==> src/y4m_sd_pkg.sv <==
// shared types, constants and helpers for the y4m stream deframer
// used by every module of the block; depends on nothing
`default_nettype none

package y4m_sd_pkg;

   // header search window in bytes
   localparam int HEADER_WINDOW = 100;
   localparam int HDR_CNT_W     = $clog2(HEADER_WINDOW + 1);

   // field widths
   localparam int DIM_W       = 16;
   localparam int RATE_W      = 20;
   localparam int TICK_W      = 17;
   localparam int CHUNK_W     = 17;
   localparam int FRAME_LEN_W = 33;
   localparam int COUNT_W     = 32;
   localparam int TIME_W      = 40;
   localparam int PROD_W      = 2 * DIM_W;
   localparam int DIV_CNT_W   = $clog2(TICK_W);

   localparam logic [TICK_W-1:0]  TICK_RATE   = 17'd90000;
   localparam logic [CHUNK_W-1:0] CHUNK_MAX   = 17'd65536;
   localparam logic [CHUNK_W-1:0] CHUNK_RESET = 17'd8192;

   // frame tag "FRAME\n"
   localparam logic [2:0] TAG_LAST = 3'd5;
   localparam logic [2:0] TAG_LEN  = 3'd6;

   // command queue between parser and emitter
   localparam int QUEUE_DEPTH = 4;
   localparam int QUEUE_PTR_W = $clog2(QUEUE_DEPTH);
   localparam int QUEUE_CNT_W = $clog2(QUEUE_DEPTH + 1);

   // register port
   localparam int         CSR_ADDR_W    = 3;
   localparam int         CSR_DATA_W    = 32;
   localparam logic       CSR_IDX_CHUNK = 1'b0;

   typedef enum logic [1:0] {
      KIND_HDR_OK     = 2'd0,
      KIND_PAYLOAD    = 2'd1,
      KIND_HDR_REJECT = 2'd2,
      KIND_BAD_MARKER = 2'd3
   } kind_type;

   typedef enum logic [2:0] {
      PH_SEEK_W     = 3'd0,
      PH_SEEK_H     = 3'd1,
      PH_SEEK_F     = 3'd2,
      PH_SEEK_FRAME = 3'd3,
      PH_MARKER     = 3'd4,
      PH_PAYLOAD    = 3'd5,
      PH_DONE       = 3'd6
   } phase_type;

   typedef enum logic [1:0] {
      NUM_LEAD   = 2'd0,
      NUM_DIGITS = 2'd1,
      NUM_ENDED  = 2'd2,
      NUM_NEG    = 2'd3
   } num_state_type;

   typedef enum logic [1:0] {
      BK_IDLE   = 2'd0,
      BK_DIVIDE = 2'd1,
      BK_EMIT   = 2'd2
   } back_state_type;

   typedef struct packed {
      logic [7:0] stream_byte;
      logic       restart;
   } req_item_type;

   typedef struct packed {
      kind_type            kind;
      logic [7:0]          payload_byte;
      logic [TIME_W-1:0]   frame_time;
      logic                chunk_end;
      logic                frame_end;
      logic [DIM_W-1:0]    frame_width;
      logic [DIM_W-1:0]    frame_height;
      logic [TICK_W-1:0]   tick_step;
   } rsp_item_type;

   // one classified byte on its way to the emitter
   typedef struct packed {
      kind_type            kind;
      logic [7:0]          data;
      logic                chunk_end;
      logic                frame_end;
      logic [DIM_W-1:0]    width;
      logic [DIM_W-1:0]    height;
      logic [RATE_W-1:0]   rate;
   } cmd_type;

   function automatic logic [7:0] frame_tag(input logic [2:0] idx);
      logic [7:0] ch;
      unique case (idx)
         3'd0:    ch = 8'h46;
         3'd1:    ch = 8'h52;
         3'd2:    ch = 8'h41;
         3'd3:    ch = 8'h4D;
         3'd4:    ch = 8'h45;
         3'd5:    ch = 8'h0A;
         default: ch = 8'h00;
      endcase
      return ch;
   endfunction

endpackage

`default_nettype wire

==> src/y4m_stream_deframer_unit.sv <==
// YUV4MPEG2 byte stream deframer.
// Input channel req_* takes one stream byte per transaction, with a restart flag that
// begins a new stream at that byte. Result channel rsp_* gives at most one result per
// byte: header accepted (width, height, tick step), payload byte with frame time and
// chunk/frame end marks, header rejected, or bad frame marker.
// A payload byte's result passes through the command queue and then the result register;
// bytes are taken one per cycle while the four-entry command queue has room.
// A header-accepted result waits for the tick step, which comes from a
// one-bit-per-cycle divider that runs once per stream; the parser keeps
// taking bytes until the queue fills behind it.
// A stall on rsp_stall holds the result register, then fills the queue, then raises
// req_stall; nothing is dropped.
// Reset (synchronous) sets chunk_bytes to 8192 and the parser to the width search.
// The csr_* port holds chunk_bytes at byte address 0; write it only while idle.
// Depends on y4m_sd_pkg, y4m_sd_front, y4m_sd_queue and y4m_sd_back.
`default_nettype none

module y4m_stream_deframer_unit (
   input  logic                                 clock,
   input  logic                                 reset,
   input  logic                                 req_valid,
   output logic                                 req_stall,
   input  y4m_sd_pkg::req_item_type             req_item,
   output logic                                 rsp_valid,
   input  logic                                 rsp_stall,
   output y4m_sd_pkg::rsp_item_type             rsp_item,
   input  logic                                 csr_psel,
   input  logic                                 csr_penable,
   input  logic                                 csr_pwrite,
   input  logic [y4m_sd_pkg::CSR_ADDR_W-1:0]    csr_paddr,
   input  logic [y4m_sd_pkg::CSR_DATA_W-1:0]    csr_pwdata,
   output logic [y4m_sd_pkg::CSR_DATA_W-1:0]    csr_prdata,
   output logic                                 csr_pready
);

   localparam int CW = y4m_sd_pkg::CHUNK_W;
   localparam int DW = y4m_sd_pkg::CSR_DATA_W;

   logic [CW-1:0]       chunk_ff, chunk_in;
   logic                csr_hit;
   logic                push_valid, queue_full, queue_pop, queue_empty;
   y4m_sd_pkg::cmd_type push_item, queue_item;

   assign csr_pready = 1'b1;
   assign csr_hit    = (csr_paddr[2] == y4m_sd_pkg::CSR_IDX_CHUNK);
   assign csr_prdata = csr_hit ? {{(DW-CW){1'b0}}, chunk_ff} : '0;

   always_comb begin
      chunk_in = chunk_ff;
      if (csr_psel && csr_penable && csr_pwrite && csr_hit) begin
         chunk_in = csr_pwdata[CW-1:0];
      end
   end

   always_ff @(posedge clock) begin
      if (reset) begin
         chunk_ff <= y4m_sd_pkg::CHUNK_RESET;
      end else begin
         chunk_ff <= chunk_in;
      end
   end

   y4m_sd_front u_front (
      .clock       (clock),
      .reset       (reset),
      .req_valid   (req_valid),
      .req_stall   (req_stall),
      .req_item    (req_item),
      .chunk_bytes (chunk_ff),
      .queue_full  (queue_full),
      .push_valid  (push_valid),
      .push_item   (push_item)
   );

   y4m_sd_queue u_queue (
      .clock      (clock),
      .reset      (reset),
      .push_valid (push_valid),
      .push_item  (push_item),
      .full       (queue_full),
      .pop        (queue_pop),
      .pop_item   (queue_item),
      .empty      (queue_empty)
   );

   y4m_sd_back u_back (
      .clock       (clock),
      .reset       (reset),
      .queue_empty (queue_empty),
      .queue_item  (queue_item),
      .queue_pop   (queue_pop),
      .rsp_valid   (rsp_valid),
      .rsp_stall   (rsp_stall),
      .rsp_item    (rsp_item)
   );

endmodule

`default_nettype wire

==> src/y4m_sd_front.sv <==
// byte parser: header search, number reading, frame tag check and payload counting
// pushes one classified command per result into the queue; uses y4m_sd_pkg
`default_nettype none

module y4m_sd_front (
   input  logic                                clock,
   input  logic                                reset,
   input  logic                                req_valid,
   output logic                                req_stall,
   input  y4m_sd_pkg::req_item_type            req_item,
   input  logic [y4m_sd_pkg::CHUNK_W-1:0]      chunk_bytes,
   input  logic                                queue_full,
   output logic                                push_valid,
   output y4m_sd_pkg::cmd_type                 push_item
);

   localparam logic [7:0] CH_SPACE = 8'h20;
   localparam logic [7:0] CH_PLUS  = 8'h2B;
   localparam logic [7:0] CH_MINUS = 8'h2D;
   localparam logic [7:0] CH_ZERO  = 8'h30;
   localparam logic [7:0] CH_NINE  = 8'h39;
   localparam logic [7:0] CH_TAB   = 8'h09;
   localparam logic [7:0] CH_CR    = 8'h0D;
   localparam logic [7:0] CH_W     = 8'h57;
   localparam logic [7:0] CH_H     = 8'h48;
   localparam logic [7:0] CH_F     = 8'h46;

   localparam int DW = y4m_sd_pkg::DIM_W;
   localparam int RW = y4m_sd_pkg::RATE_W;
   localparam int CW = y4m_sd_pkg::CHUNK_W;
   localparam int LW = y4m_sd_pkg::FRAME_LEN_W;
   localparam int HW = y4m_sd_pkg::HDR_CNT_W;
   localparam int PW = y4m_sd_pkg::PROD_W;

   typedef struct packed {
      logic [RW-1:0]             acc;
      y4m_sd_pkg::num_state_type st;
   } num_result_type;

   function automatic num_result_type num_step(
      input logic [RW-1:0]             acc,
      input y4m_sd_pkg::num_state_type st,
      input logic [7:0]                b,
      input logic [RW-1:0]             maxv
   );
      num_result_type r;
      logic           go_digits;
      logic [RW+3:0]  v;
      r.acc     = acc;
      r.st      = st;
      go_digits = 1'b0;
      v         = '0;
      unique case (st)
         y4m_sd_pkg::NUM_LEAD: begin
            if (b == CH_SPACE || (b >= CH_TAB && b <= CH_CR)) begin
               r.st = st;
            end else if (b == CH_PLUS) begin
               r.st = y4m_sd_pkg::NUM_DIGITS;
            end else if (b == CH_MINUS) begin
               r.st = y4m_sd_pkg::NUM_NEG;
            end else begin
               r.st      = y4m_sd_pkg::NUM_DIGITS;
               go_digits = 1'b1;
            end
         end
         y4m_sd_pkg::NUM_DIGITS: go_digits = 1'b1;
         y4m_sd_pkg::NUM_ENDED,
         y4m_sd_pkg::NUM_NEG:    go_digits = 1'b0;
      endcase
      if (go_digits) begin
         if (b >= CH_ZERO && b <= CH_NINE) begin
            v = {1'b0, acc, 3'b000} + {3'b000, acc, 1'b0} + {{(RW){1'b0}}, b[3:0]};
            r.acc = (v > {4'b0000, maxv}) ? maxv : v[RW-1:0];
         end else begin
            r.st = y4m_sd_pkg::NUM_ENDED;
         end
      end
      return r;
   endfunction

   y4m_sd_pkg::phase_type     phase_ff, phase_in, phase_cur;
   y4m_sd_pkg::num_state_type num_state_ff, num_state_in, num_state_cur;
   logic [7:0]                prev_ff, prev_in, prev_cur;
   logic [2:0]                marker_ff, marker_in, marker_cur;
   logic [DW-1:0]             width_ff, width_in, width_cur;
   logic [DW-1:0]             height_ff, height_in, height_cur;
   logic [RW-1:0]             rate_ff, rate_in, rate_cur;
   logic [HW-1:0]             hcount_ff, hcount_in, hcount_cur, hcount_next;
   logic [LW-1:0]             frame_len_ff, frame_len_in;
   logic [LW-1:0]             bytes_left_ff, bytes_left_in, bytes_left_cur;
   logic [CW-1:0]             chunk_left_ff, chunk_left_in, chunk_left_cur;
   logic [PW-1:0]             prod_ff;
   logic [PW+1:0]             prod3;

   logic                      accept;
   logic [7:0]                b;
   logic [RW-1:0]             num_acc_sel, num_max_sel;
   num_result_type            ns;
   logic                      num_active;
   logic                      tag_hit;
   logic [2:0]                seek_marker;
   logic                      frame_found, fields_zero, key_hit, window_end, mark_ok;
   logic                      fend, cend;
   logic [7:0]                want;
   logic [CW-1:0]             chunk_size;

   assign req_stall = queue_full;
   assign accept    = req_valid && !queue_full;
   assign b         = req_item.stream_byte;

   // a restart byte sees a freshly cleared parser
   assign phase_cur      = req_item.restart ? y4m_sd_pkg::PH_SEEK_W : phase_ff;
   assign num_state_cur  = req_item.restart ? y4m_sd_pkg::NUM_LEAD : num_state_ff;
   assign prev_cur       = req_item.restart ? 8'h00 : prev_ff;
   assign marker_cur     = req_item.restart ? 3'd0 : marker_ff;
   assign width_cur      = req_item.restart ? '0 : width_ff;
   assign height_cur     = req_item.restart ? '0 : height_ff;
   assign rate_cur       = req_item.restart ? '0 : rate_ff;
   assign hcount_cur     = req_item.restart ? '0 : hcount_ff;
   assign bytes_left_cur = req_item.restart ? '0 : bytes_left_ff;
   assign chunk_left_cur = req_item.restart ? '0 : chunk_left_ff;

   always_comb begin
      if (chunk_bytes == '0) begin
         chunk_size = CW'(1);
      end else if (chunk_bytes > y4m_sd_pkg::CHUNK_MAX) begin
         chunk_size = y4m_sd_pkg::CHUNK_MAX;
      end else begin
         chunk_size = chunk_bytes;
      end
   end

   // number reader input follows the field being read
   always_comb begin
      num_active  = 1'b1;
      num_acc_sel = rate_cur;
      num_max_sel = {RW{1'b1}};
      unique case (phase_cur)
         y4m_sd_pkg::PH_SEEK_H: begin
            num_acc_sel = {{(RW-DW){1'b0}}, width_cur};
            num_max_sel = {{(RW-DW){1'b0}}, {DW{1'b1}}};
         end
         y4m_sd_pkg::PH_SEEK_F: begin
            num_acc_sel = {{(RW-DW){1'b0}}, height_cur};
            num_max_sel = {{(RW-DW){1'b0}}, {DW{1'b1}}};
         end
         y4m_sd_pkg::PH_SEEK_FRAME: num_active = 1'b1;
         default:                   num_active = 1'b0;
      endcase
   end

   assign ns = num_step(num_acc_sel, num_state_cur, b, num_max_sel);

   always_comb begin
      unique case (phase_cur)
         y4m_sd_pkg::PH_SEEK_W: want = CH_W;
         y4m_sd_pkg::PH_SEEK_H: want = CH_H;
         default:               want = CH_F;
      endcase
   end

   assign tag_hit     = (b == y4m_sd_pkg::frame_tag(marker_cur));
   assign seek_marker = (tag_hit && marker_cur < y4m_sd_pkg::TAG_LAST) ? marker_cur + 3'd1 :
                        ((b == CH_F) ? 3'd1 : 3'd0);
   assign frame_found = (phase_cur == y4m_sd_pkg::PH_SEEK_FRAME) &&
                        (seek_marker == y4m_sd_pkg::TAG_LAST);
   assign fields_zero = (width_cur == '0) || (height_cur == '0) || (ns.acc == '0);
   assign key_hit     = (phase_cur != y4m_sd_pkg::PH_SEEK_FRAME) && (prev_cur == CH_SPACE) &&
                        (b == want);
   assign hcount_next = hcount_cur + HW'(1);
   assign window_end  = (hcount_next >= HW'(y4m_sd_pkg::HEADER_WINDOW));
   assign mark_ok     = (marker_cur < y4m_sd_pkg::TAG_LEN) && tag_hit;
   assign fend        = (bytes_left_cur <= LW'(1));
   assign cend        = fend || (chunk_left_cur <= CW'(1));

   assign prod3 = {2'b00, prod_ff} + {1'b0, prod_ff, 1'b0};

   // next phase
   always_comb begin
      phase_in = phase_cur;
      unique case (phase_cur)
         y4m_sd_pkg::PH_SEEK_W,
         y4m_sd_pkg::PH_SEEK_H,
         y4m_sd_pkg::PH_SEEK_F,
         y4m_sd_pkg::PH_SEEK_FRAME: begin
            priority if (frame_found) begin
               phase_in = fields_zero ? y4m_sd_pkg::PH_DONE : y4m_sd_pkg::PH_MARKER;
            end else if (window_end) begin
               phase_in = y4m_sd_pkg::PH_DONE;
            end else if (key_hit) begin
               unique case (phase_cur)
                  y4m_sd_pkg::PH_SEEK_W: phase_in = y4m_sd_pkg::PH_SEEK_H;
                  y4m_sd_pkg::PH_SEEK_H: phase_in = y4m_sd_pkg::PH_SEEK_F;
                  default:               phase_in = y4m_sd_pkg::PH_SEEK_FRAME;
               endcase
            end else begin
               phase_in = phase_cur;
            end
         end
         y4m_sd_pkg::PH_MARKER: begin
            if (!mark_ok) begin
               phase_in = y4m_sd_pkg::PH_DONE;
            end else if (marker_cur == y4m_sd_pkg::TAG_LAST) begin
               phase_in = y4m_sd_pkg::PH_PAYLOAD;
            end else begin
               phase_in = y4m_sd_pkg::PH_MARKER;
            end
         end
         y4m_sd_pkg::PH_PAYLOAD: phase_in = fend ? y4m_sd_pkg::PH_MARKER : y4m_sd_pkg::PH_PAYLOAD;
         default:                phase_in = y4m_sd_pkg::PH_DONE;
      endcase
   end

   // datapath updates and queue commands
   always_comb begin
      num_state_in  = num_state_cur;
      prev_in       = prev_cur;
      marker_in     = marker_cur;
      width_in      = width_cur;
      height_in     = height_cur;
      rate_in       = rate_cur;
      hcount_in     = hcount_cur;
      frame_len_in  = frame_len_ff;
      bytes_left_in = bytes_left_cur;
      chunk_left_in = chunk_left_cur;
      push_valid    = 1'b0;
      push_item     = '0;

      unique case (phase_cur)
         y4m_sd_pkg::PH_SEEK_W,
         y4m_sd_pkg::PH_SEEK_H,
         y4m_sd_pkg::PH_SEEK_F,
         y4m_sd_pkg::PH_SEEK_FRAME: begin
            if (num_active) begin
               num_state_in = ns.st;
            end
            unique case (phase_cur)
               y4m_sd_pkg::PH_SEEK_H:     width_in  = ns.acc[DW-1:0];
               y4m_sd_pkg::PH_SEEK_F:     height_in = ns.acc[DW-1:0];
               y4m_sd_pkg::PH_SEEK_FRAME: rate_in   = ns.acc;
               default:                   rate_in   = rate_cur;
            endcase
            if (phase_cur == y4m_sd_pkg::PH_SEEK_FRAME) begin
               marker_in = seek_marker;
            end
            if (frame_found) begin
               push_valid = accept;
               if (fields_zero) begin
                  push_item.kind = y4m_sd_pkg::KIND_HDR_REJECT;
               end else begin
                  push_item.kind   = y4m_sd_pkg::KIND_HDR_OK;
                  push_item.width  = width_cur;
                  push_item.height = height_cur;
                  push_item.rate   = ns.acc;
                  frame_len_in     = prod3[LW:1];
               end
            end else begin
               if (key_hit) begin
                  num_state_in = y4m_sd_pkg::NUM_LEAD;
                  marker_in    = 3'd0;
               end
               prev_in   = key_hit ? 8'h00 : b;
               hcount_in = hcount_next;
               if (window_end) begin
                  push_valid     = accept;
                  push_item.kind = y4m_sd_pkg::KIND_HDR_REJECT;
               end
            end
         end
         y4m_sd_pkg::PH_MARKER: begin
            if (mark_ok) begin
               marker_in = marker_cur + 3'd1;
               if (marker_cur == y4m_sd_pkg::TAG_LAST) begin
                  bytes_left_in = frame_len_ff;
                  chunk_left_in = chunk_size;
               end
            end else begin
               push_valid     = accept;
               push_item.kind = y4m_sd_pkg::KIND_BAD_MARKER;
            end
         end
         y4m_sd_pkg::PH_PAYLOAD: begin
            push_valid          = accept;
            push_item.kind      = y4m_sd_pkg::KIND_PAYLOAD;
            push_item.data      = b;
            push_item.chunk_end = cend;
            push_item.frame_end = fend;
            if (fend) begin
               marker_in     = 3'd0;
               bytes_left_in = '0;
               chunk_left_in = '0;
            end else begin
               bytes_left_in = bytes_left_cur - LW'(1);
               chunk_left_in = cend ? chunk_size : chunk_left_cur - CW'(1);
            end
         end
         default: push_valid = 1'b0;
      endcase
   end

   always_ff @(posedge clock) begin
      if (reset) begin
         phase_ff      <= y4m_sd_pkg::PH_SEEK_W;
         num_state_ff  <= y4m_sd_pkg::NUM_LEAD;
         prev_ff       <= '0;
         marker_ff     <= '0;
         width_ff      <= '0;
         height_ff     <= '0;
         rate_ff       <= '0;
         hcount_ff     <= '0;
         frame_len_ff  <= '0;
         bytes_left_ff <= '0;
         chunk_left_ff <= '0;
      end else if (accept) begin
         phase_ff      <= phase_in;
         num_state_ff  <= num_state_in;
         prev_ff       <= prev_in;
         marker_ff     <= marker_in;
         width_ff      <= width_in;
         height_ff     <= height_in;
         rate_ff       <= rate_in;
         hcount_ff     <= hcount_in;
         frame_len_ff  <= frame_len_in;
         bytes_left_ff <= bytes_left_in;
         chunk_left_ff <= chunk_left_in;
      end
   end

   // width and height settle well before the tag ends, so a registered product is ready
   always_ff @(posedge clock) begin
      prod_ff <= {{DW{1'b0}}, width_ff} * {{DW{1'b0}}, height_ff};
   end

endmodule

`default_nettype wire

==> src/y4m_sd_queue.sv <==
// short command queue between the parser and the emitter
// first-word fall-through, register based; uses y4m_sd_pkg
`default_nettype none

module y4m_sd_queue (
   input  logic                clock,
   input  logic                reset,
   input  logic                push_valid,
   input  y4m_sd_pkg::cmd_type push_item,
   output logic                full,
   input  logic                pop,
   output y4m_sd_pkg::cmd_type pop_item,
   output logic                empty
);

   localparam int AW = y4m_sd_pkg::QUEUE_PTR_W;
   localparam int NW = y4m_sd_pkg::QUEUE_CNT_W;

   y4m_sd_pkg::cmd_type slot_ff [y4m_sd_pkg::QUEUE_DEPTH];
   logic [AW-1:0]       wr_ptr_ff, wr_ptr_in;
   logic [AW-1:0]       rd_ptr_ff, rd_ptr_in;
   logic [NW-1:0]       count_ff, count_in;
   logic                do_pop;

   assign full     = (count_ff == NW'(y4m_sd_pkg::QUEUE_DEPTH));
   assign empty    = (count_ff == '0);
   assign pop_item = slot_ff[rd_ptr_ff];
   assign do_pop   = pop && !empty;

   always_comb begin
      wr_ptr_in = push_valid ? wr_ptr_ff + AW'(1) : wr_ptr_ff;
      rd_ptr_in = do_pop ? rd_ptr_ff + AW'(1) : rd_ptr_ff;
      unique case ({push_valid, do_pop})
         2'b10:   count_in = count_ff + NW'(1);
         2'b01:   count_in = count_ff - NW'(1);
         default: count_in = count_ff;
      endcase
   end

   always_ff @(posedge clock) begin
      if (reset) begin
         wr_ptr_ff <= '0;
         rd_ptr_ff <= '0;
         count_ff  <= '0;
      end else begin
         wr_ptr_ff <= wr_ptr_in;
         rd_ptr_ff <= rd_ptr_in;
         count_ff  <= count_in;
      end
   end

   always_ff @(posedge clock) begin
      if (push_valid) begin
         slot_ff[wr_ptr_ff] <= push_item;
      end
   end

`ifndef NO_ASSERTIONS
   a_no_overflow: assert property (@(posedge clock) disable iff (reset)
      push_valid |-> !full)
      else $error("command pushed into a full queue");
`endif

endmodule

`default_nettype wire

==> src/y4m_sd_back.sv <==
// emitter: runs queued commands, divides for the tick step, stamps frame time
// and holds the result register; uses y4m_sd_pkg
`default_nettype none

module y4m_sd_back (
   input  logic                     clock,
   input  logic                     reset,
   input  logic                     queue_empty,
   input  y4m_sd_pkg::cmd_type      queue_item,
   output logic                     queue_pop,
   output logic                     rsp_valid,
   input  logic                     rsp_stall,
   output y4m_sd_pkg::rsp_item_type rsp_item
);

   localparam int DW = y4m_sd_pkg::DIM_W;
   localparam int RW = y4m_sd_pkg::RATE_W;
   localparam int TW = y4m_sd_pkg::TICK_W;
   localparam int KW = y4m_sd_pkg::DIV_CNT_W;
   localparam int FW = y4m_sd_pkg::COUNT_W;
   localparam int XW = y4m_sd_pkg::TIME_W;

   y4m_sd_pkg::back_state_type state_ff, state_in;
   logic [KW-1:0]              div_cnt_ff, div_cnt_in;
   logic [RW:0]                rem_ff, rem_in, rem_sh;
   logic [TW-1:0]              quot_ff, quot_in;
   logic [RW-1:0]              divisor_ff, divisor_in;
   logic [DW-1:0]              hdr_w_ff, hdr_w_in, hdr_h_ff, hdr_h_in;
   logic [TW-1:0]              step_ff, step_in;
   logic [FW-1:0]              frame_count_ff, frame_count_in;
   logic                       rsp_valid_ff, rsp_valid_in;
   y4m_sd_pkg::rsp_item_type   rsp_item_ff, rsp_item_in;

   logic                       out_free, is_hdr, load_cmd, load_hdr, div_start, rem_ge;
   logic [FW+TW-1:0]           time_prod;

   assign out_free  = !rsp_valid_ff || !rsp_stall;
   assign is_hdr    = (queue_item.kind == y4m_sd_pkg::KIND_HDR_OK);
   assign rem_sh    = {rem_ff[RW-1:0], y4m_sd_pkg::TICK_RATE[div_cnt_ff]};
   assign rem_ge    = (rem_sh >= {1'b0, divisor_ff});
   assign time_prod = {{TW{1'b0}}, frame_count_ff} * {{FW{1'b0}}, step_ff};

   // next state
   always_comb begin
      state_in = state_ff;
      unique case (state_ff)
         y4m_sd_pkg::BK_IDLE:
            state_in = (!queue_empty && is_hdr) ? y4m_sd_pkg::BK_DIVIDE : y4m_sd_pkg::BK_IDLE;
         y4m_sd_pkg::BK_DIVIDE:
            state_in = (div_cnt_ff == '0) ? y4m_sd_pkg::BK_EMIT : y4m_sd_pkg::BK_DIVIDE;
         y4m_sd_pkg::BK_EMIT:
            state_in = out_free ? y4m_sd_pkg::BK_IDLE : y4m_sd_pkg::BK_EMIT;
         default:
            state_in = y4m_sd_pkg::BK_IDLE;
      endcase
   end

   // outputs and datapath
   always_comb begin
      load_cmd  = (state_ff == y4m_sd_pkg::BK_IDLE) && !queue_empty && !is_hdr && out_free;
      div_start = (state_ff == y4m_sd_pkg::BK_IDLE) && !queue_empty && is_hdr;
      load_hdr  = (state_ff == y4m_sd_pkg::BK_EMIT) && out_free;
      queue_pop = load_cmd || div_start;

      div_cnt_in     = div_cnt_ff;
      rem_in         = rem_ff;
      quot_in        = quot_ff;
      divisor_in     = divisor_ff;
      hdr_w_in       = hdr_w_ff;
      hdr_h_in       = hdr_h_ff;
      step_in        = step_ff;
      frame_count_in = frame_count_ff;
      rsp_item_in    = rsp_item_ff;
      rsp_valid_in   = rsp_valid_ff && rsp_stall;

      if (div_start) begin
         div_cnt_in = KW'(TW - 1);
         rem_in     = '0;
         quot_in    = '0;
         divisor_in = queue_item.rate;
         hdr_w_in   = queue_item.width;
         hdr_h_in   = queue_item.height;
      end
      // one quotient bit per cycle, dividend bits taken most significant first
      if (state_ff == y4m_sd_pkg::BK_DIVIDE) begin
         rem_in     = rem_ge ? rem_sh - {1'b0, divisor_ff} : rem_sh;
         quot_in    = {quot_ff[TW-2:0], rem_ge};
         div_cnt_in = div_cnt_ff - KW'(1);
      end
      if (load_hdr) begin
         rsp_valid_in             = 1'b1;
         rsp_item_in              = '0;
         rsp_item_in.kind         = y4m_sd_pkg::KIND_HDR_OK;
         rsp_item_in.frame_width  = hdr_w_ff;
         rsp_item_in.frame_height = hdr_h_ff;
         rsp_item_in.tick_step    = quot_ff;
         step_in                  = quot_ff;
         frame_count_in           = '0;
      end
      if (load_cmd) begin
         rsp_valid_in     = 1'b1;
         rsp_item_in      = '0;
         rsp_item_in.kind = queue_item.kind;
         if (queue_item.kind == y4m_sd_pkg::KIND_PAYLOAD) begin
            rsp_item_in.payload_byte = queue_item.data;
            rsp_item_in.frame_time   = time_prod[XW-1:0];
            rsp_item_in.chunk_end    = queue_item.chunk_end;
            rsp_item_in.frame_end    = queue_item.frame_end;
            if (queue_item.frame_end) begin
               frame_count_in = frame_count_ff + FW'(1);
            end
         end
      end
   end

   always_ff @(posedge clock) begin
      if (reset) begin
         state_ff       <= y4m_sd_pkg::BK_IDLE;
         div_cnt_ff     <= '0;
         rsp_valid_ff   <= 1'b0;
         step_ff        <= '0;
         frame_count_ff <= '0;
      end else begin
         state_ff       <= state_in;
         div_cnt_ff     <= div_cnt_in;
         rsp_valid_ff   <= rsp_valid_in;
         step_ff        <= step_in;
         frame_count_ff <= frame_count_in;
      end
   end

   always_ff @(posedge clock) begin
      rem_ff      <= rem_in;
      quot_ff     <= quot_in;
      divisor_ff  <= divisor_in;
      hdr_w_ff    <= hdr_w_in;
      hdr_h_ff    <= hdr_h_in;
      rsp_item_ff <= rsp_item_in;
   end

   assign rsp_valid = rsp_valid_ff;
   assign rsp_item  = rsp_item_ff;

`ifndef NO_ASSERTIONS
   a_no_pop_busy: assert property (@(posedge clock) disable iff (reset)
      (state_ff != y4m_sd_pkg::BK_IDLE) |-> !queue_pop)
      else $error("queue popped while the divider is busy");

   a_hdr_emitted: assert property (@(posedge clock) disable iff (reset)
      (state_ff == y4m_sd_pkg::BK_EMIT && out_free) |=>
      (rsp_valid_ff && rsp_item_ff.kind == y4m_sd_pkg::KIND_HDR_OK))
      else $error("header result not presented after the divide");

   a_frame_end_chunk: assert property (@(posedge clock) disable iff (reset)
      (rsp_valid_ff && rsp_item_ff.frame_end) |-> rsp_item_ff.chunk_end)
      else $error("frame end without chunk end");
`endif

endmodule

`default_nettype wire

==> config.mk <==
export PLATFORM = sky130hd
export DESIGN_NAME = y4m_stream_deframer_unit
export DESIGN_NICKNAME = d
export VERILOG_FILES = /design/src/y4m_sd_pkg.sv /design/src/y4m_stream_deframer_unit.sv /design/src/y4m_sd_front.sv /design/src/y4m_sd_queue.sv /design/src/y4m_sd_back.sv
export SDC_FILE = /design/constraint.sdc
export NUM_CORES = 2
export LEC_CHECK = 0
export BUFFER_PORTS_ARGS = -buffer_cell sky130_fd_sc_hd__buf_2
export CORE_MARGIN = 8
export CORE_UTILIZATION = 45
export CTS_BUF_LIST = sky130_fd_sc_hd__clkbuf_2
export DETAILED_ROUTE_END_ITERATION = 10
export PLACE_DENSITY = 0.7
export SYNTH_ARGS = -nofsm -noshare
export SYNTH_HDL_FRONTEND = slang
export SYNTH_SLANG_ARGS = --single-unit
==> constraint.sdc <==
create_clock -name clock -period 17.7 [get_ports clock]
set_input_delay 3.54 -clock clock [delete_from_list [all_inputs] [get_ports clock]]
set_output_delay 3.54 -clock clock [all_outputs]
set_load 0.01 [all_outputs]
Word level (Yosys, flattened, before mapping)
Memory sizes are Yosys's and may differ from the RTL's. A register that Yosys moved wholly into a read port is not among the register bits. Index checks and enable logic that the tools add are counted.

Register bits: 461. Bits in writable memories: 256. ROM bits: 32. Input bits: 51. Logic and storage cells: 256. Memories kept: 2.

Add/sub/neg operators: 14. $mul: 2. Order comparisons: 13. Equality and inequality tests: 28. Muxes and demuxes: 112. Bitwise logic cells: 2. Reductions and logical operators: 49.

Memories: u_queue.slot_ff (depth 4, bits a word 64, read ports 1, clocked after memory_dff 1, write ports 1, RTL line y4m_sd_queue.sv:19) `y4m_sd_pkg::cmd_type slot_ff [y4m_sd_pkg::QUEUE_DEPTH];`; (name not given) (depth 32, bits a word 1, read ports 1, clocked after memory_dff 1, write ports 0, RTL line y4m_sd_back.sv:39) `assign rem_sh = {rem_ff[RW-1:0], y4m_sd_pkg::TICK_RATE[div_cnt_ff]};`.

Operators by type and width (number): 101-bit 2-to-1 mux (2); 20-bit 2-to-1 mux (9); 17-bit 2-to-1 mux (10); 52-bit 2-to-1 mux (3); 33-bit 2-to-1 mux (4); 32-bit 2-to-1 mux (4); 16-bit 2-to-1 mux (6); 33-bit case mux with 2 select lines (1); 50-bit 2-to-1 mux (1); 7-bit case mux with 6 select lines (1); 32-bit by 17-bit multiplier with 40-bit output (1); 20-bit case mux with 2 select lines (1); 2-bit 2-to-1 mux (19); 3-bit 2-to-1 mux (12); 32-bit by 33-bit adder with 34-bit output (1); 17-bit case mux with 2 select lines (1); 33-bit by 1-bit less-or-equal comparator with 1-bit output, second input constant (1); 33-bit by 1-bit subtractor with 33-bit output, second input constant (1); 32-bit by 1-bit adder with 32-bit output, second input constant (1); 8-bit by 6-bit == test with 1-bit output, second input constant (4); 16-bit zero test (2); 16-bit by 16-bit multiplier with 32-bit output (1); 8-bit 2-to-1 mux (4); 23-bit by 21-bit adder with 24-bit output (1); 52 further kinds (129).

Depth between registers and ports, before layout
Word-level depth: 14. Mapped depth: 36. Gate-level depth less buffers: 30.

Cells and area by module
From an unflattened synthesis, not the netlist that was laid out.

Cell total of the unflattened synthesis: 6159. Area, all modules: 58778.9 um^2.

Modules (own cells, without submodules): y4m_sd_back (times used 1, cells an instance 2793, area each 25500.7 um^2, seq. area each 6376.1 um^2); y4m_sd_front (times used 1, cells an instance 2872, area each 22492.8 um^2, seq. area each 3803.6 um^2); y4m_sd_queue (times used 1, cells an instance 384, area each 9759.4 um^2, seq. area each 7867.5 um^2); y4m_stream_deframer_unit (times used 1, cells an instance 110, area each 1026.0 um^2, seq. area each 340.3 um^2).

Worst setup path before layout
No wires, ideal clock.

Kind: in2reg. From: input port req_item[0] (netlist name). To: memory u_queue.slot_ff[0][24] (netlist name) (data pin). Setup time: 0.263 ns. Data arrival time: 9.408 ns. Path slack: 8.029 ns. Stages on the path: 31. Buffers on the path: 4. Path through: clkbuf_1 inv_1 nand2_1 nor3_1 clkbuf_1 a22oi_1 o21ai_0 ha_1 ha_1 a21o_1 a21o_2 o2111ai_1 a21oi_2 o221a_2 or4b_1 nand3_1 ha_1 nand4b_1 nor2_1 nand3_1 nor3_1 nand4b_1 nor4bb_1 a31o_1 and3_1 buf_4 a41oi_2 nor4_4 a21oi_2 clkbuf_1 and2_1.

RTL lines: from (decl) (RTL line y4m_stream_deframer_unit.sv:23) `input y4m_sd_pkg::req_item_type req_item,`; to (decl) (RTL line y4m_sd_queue.sv:19).

==> out/results.txt <==
outcome: finished, final reports clean
Worst Path Arrival: 11580 ps
final hold vios: 0
initial antenna violation count: 13
top post-synthesis cells by area: fa_1, edfxtp_1, dfxtp_1
DIE AREA: 139000 sq um
chip width: 373 um
placed inst area: 59600 sq um
critical path type: in2reg
maximum achievable frequency: 96.2 MHz
sequential area share after synthesis: 0.321
P_leak: 25.7 nW
Period minus WS final: 10390 ps
Post-synth ARST share: 0
router iterations before antenna repair: 6
Synth Flop Type: edfxtp_1
Die Span Y: 373 um
later-pin clock latency in the skew report: 1510 ps
Routed WL per cell: 18.7 um
pin count of the biggest net entering global routing: 108
final setup violation count: 0
max_cap viols: 0
DP HPWL: 103 mm
first-pass GRT wire length: 237 mm
CTS tree: yes
FF+latch count, synth: 720
post-cts sizing count: 0
unrepaired setup endpoints after global routing: no
worst-path cell with the longest stage delay: nor3_1
clock sinks: 720
Clock Power Share: 0.271
internal power component: 0.00272 W
Syn. warnings: 0
CP Capture Type: register
crit-path max cell delay: 560 ps
Seq. cell area: 18400 sq um
Multi-input gate area: 34800 sq um
part of the power in combinational logic: 0.230
Post-Syn Area: 57300 sq um
synth cell count leaders: nand2_1, inv_1, fa_1
postcts setup bufs: 0
hold crit path type: reg2reg
number of nets in the layout: 7015
CTS hold repair buffers: 0
Area Overhead vs Synth: 6.83%
area leader, netlist: fa_1
number of buffers added on ports: 153
Clock Root Buffer: clkbuf_2
switching power: 0.00144 W
Post-synth EDFFs: 397
total CTS buffers: 181
critical path peak fanout: 61
DRC viols: 0
All-Layer GR Usage: 0.209
vias in the first global route: 44.5k
core area: 127000 sq um
power per cell area: 67.9 nW/um^2
routed wire length: 147 mm
Max Slew Vio Count: 0
gpl congestion: 0.898
vias per cell: 5.50
Synth cell types: 100
sw frac: 0.346
synthesized area per cell: 9.61 sq um
clk buf depth: 3
max_slew headroom: 0.228
startpoint types: primary input
total number of vias: 43.2k
post-route clock skew: 99.4 ps
final worst-path cycle share: 0.587
clk slew on worst S/H paths: 90 ps
fill cell count: 11.7k
share of layout cells above drive strength 1: 0.109
Critical Path RT: 18880 ps
antenna viol nets, final: 0
Worst-Margin Slew: 1160 ps
Worst VDD drop: 0.0795 mV
Initial DRC Count: 3076
Cells after Synth: 5965
most frequent cell after synthesis: nand2_1
CTS H-tree depth: 4
Synth top area share: 0.214
Rows: 131
Sequential Power Share: 0.499
cell area after layout: 61300 sq um
Setup TNS Final: 0 ps
starting density of the core: 0.451
I/O pin count: 187
GRT overflow: 0
## worst max-delay path: cells and delay by family
family | cells | cell delay [ps]
buffers and inverters | 4 | 1060
AOI/OAI and AO/OA | 10 | 2380
and+or+nand+nor | 13 | 3650
adders and majority gates | 3 | 870
## per-layer routing
| layer | global-route usage | wire (um) |
|---|---|---|
| met1 | 0.259 | 59300 |
| met2 | 0.352 | 70000 |
| met3 | 0.0394 | 10500 |
| met4 | 0.102 | 6880 |
| met5 | 0 | 40 |
## cells in the final DEF, fill, tap and decap left out, types with 171 or more instances in the layout
cell type,instances
nor2_1,378
a21oi_1,276
o21ai_0,171
fa_1,614
dfxtp_1,321
inv_1,738
nand2_1,918
clkbuf_2,251
edfxtp_1,397
and2_1,304
ha_1,302
## power by group through the flow
stage                     Sequential (W)  Combinational, W  Clock, W
after CTS                        0.00208          0.000967   0.00117
final                            0.00208          0.000956   0.00113
after global placement           0.00211          0.000941         0
after detailed placement         0.00212          0.000963         0
after global routing             0.00210           0.00105   0.00124
after floorplan                  0.00213          0.000587         0
## area by class of cell
| cell class | instances | area share |
|---|---|---|
| Antenna cell | 12 | 0.000490 |
| Tap cell | 1662 | 0.0339 |
| Timing Repair Buffer | 258 | 0.0255 |
| Inverter | 742 | 0.0455 |
| Multi-Input combinational cell | 4145 | 0.568 |
| Clock inverter | 74 | 0.00590 |
| Sequential cell | 720 | 0.300 |
| Clock buffer | 251 | 0.0205 |
## state kept, by name, summed over array words and instances (netlist names), 32 cells and up, named ones only
| signal | flops |
|---|---|
| u_back.frame_count_ff | 32 |
| u_back.rsp_item | 101 |
| u_front.bytes_left_ff | 33 |
| u_front.frame_len_ff | 33 |
| u_front.prod_ff | 32 |
| u_queue.slot_ff | 256 |
## cells by family (layout without fill, tap and decap cells)
| family | count (synthesis) | after routing | synth area share |
|---|---|---|---|
| flops | 720 | 720 | 0.321 |
| buf+inv | 1114 | 1325 | 0.0748 |
| mux | 109 | 109 | 0.0332 |
| other cells | 2 | 28 | 0.000131 |
| fa+ha+maj | 917 | 917 | 0.280 |
| simple gates | 2033 | 2033 | 0.164 |
| xor+xnor | 164 | 164 | 0.0251 |
| compound gates | 906 | 906 | 0.101 |
## per-stage QoR
stage	total power [W]	std cells	worst slack, ps	hold WS, ps	utilization
2_1_floorplan	0.00272	5979	8030	427	-
3_3_place_gp	0.00305	7527	5950	427	0.469
3_5_place_dp	0.00308	7527	5990	430	0.469
4_1_cts	0.00421	7852	7650	446	0.482
5_1_grt	0.00438	7858	7060	460	0.482
6_report	0.00416	7864	7310	441	0.482
## final timing paths
kind | start | to | slack (ps) | cells after the start
hold / removal | u_back.rsp_item[7]$_SDFFE_PP0P_ | u_back.rsp_item[7]$_SDFFE_PP0P_ | 440 | 2
setup reg to reg | u_front.phase_ff[0]$_SDFFE_PP0P_ | u_queue.slot_ff[2][30]$_DFFE_PP_ | 8480 | 29
setup / recovery | req_item[0] | u_queue.slot_ff[2][30]$_DFFE_PP_ | 7310 | 30
hold reg to reg | u_back.rsp_item[7]$_SDFFE_PP0P_ | u_back.rsp_item[7]$_SDFFE_PP0P_ | 440 | 2
Note: power is estimated with default switching activity, not from simulation.
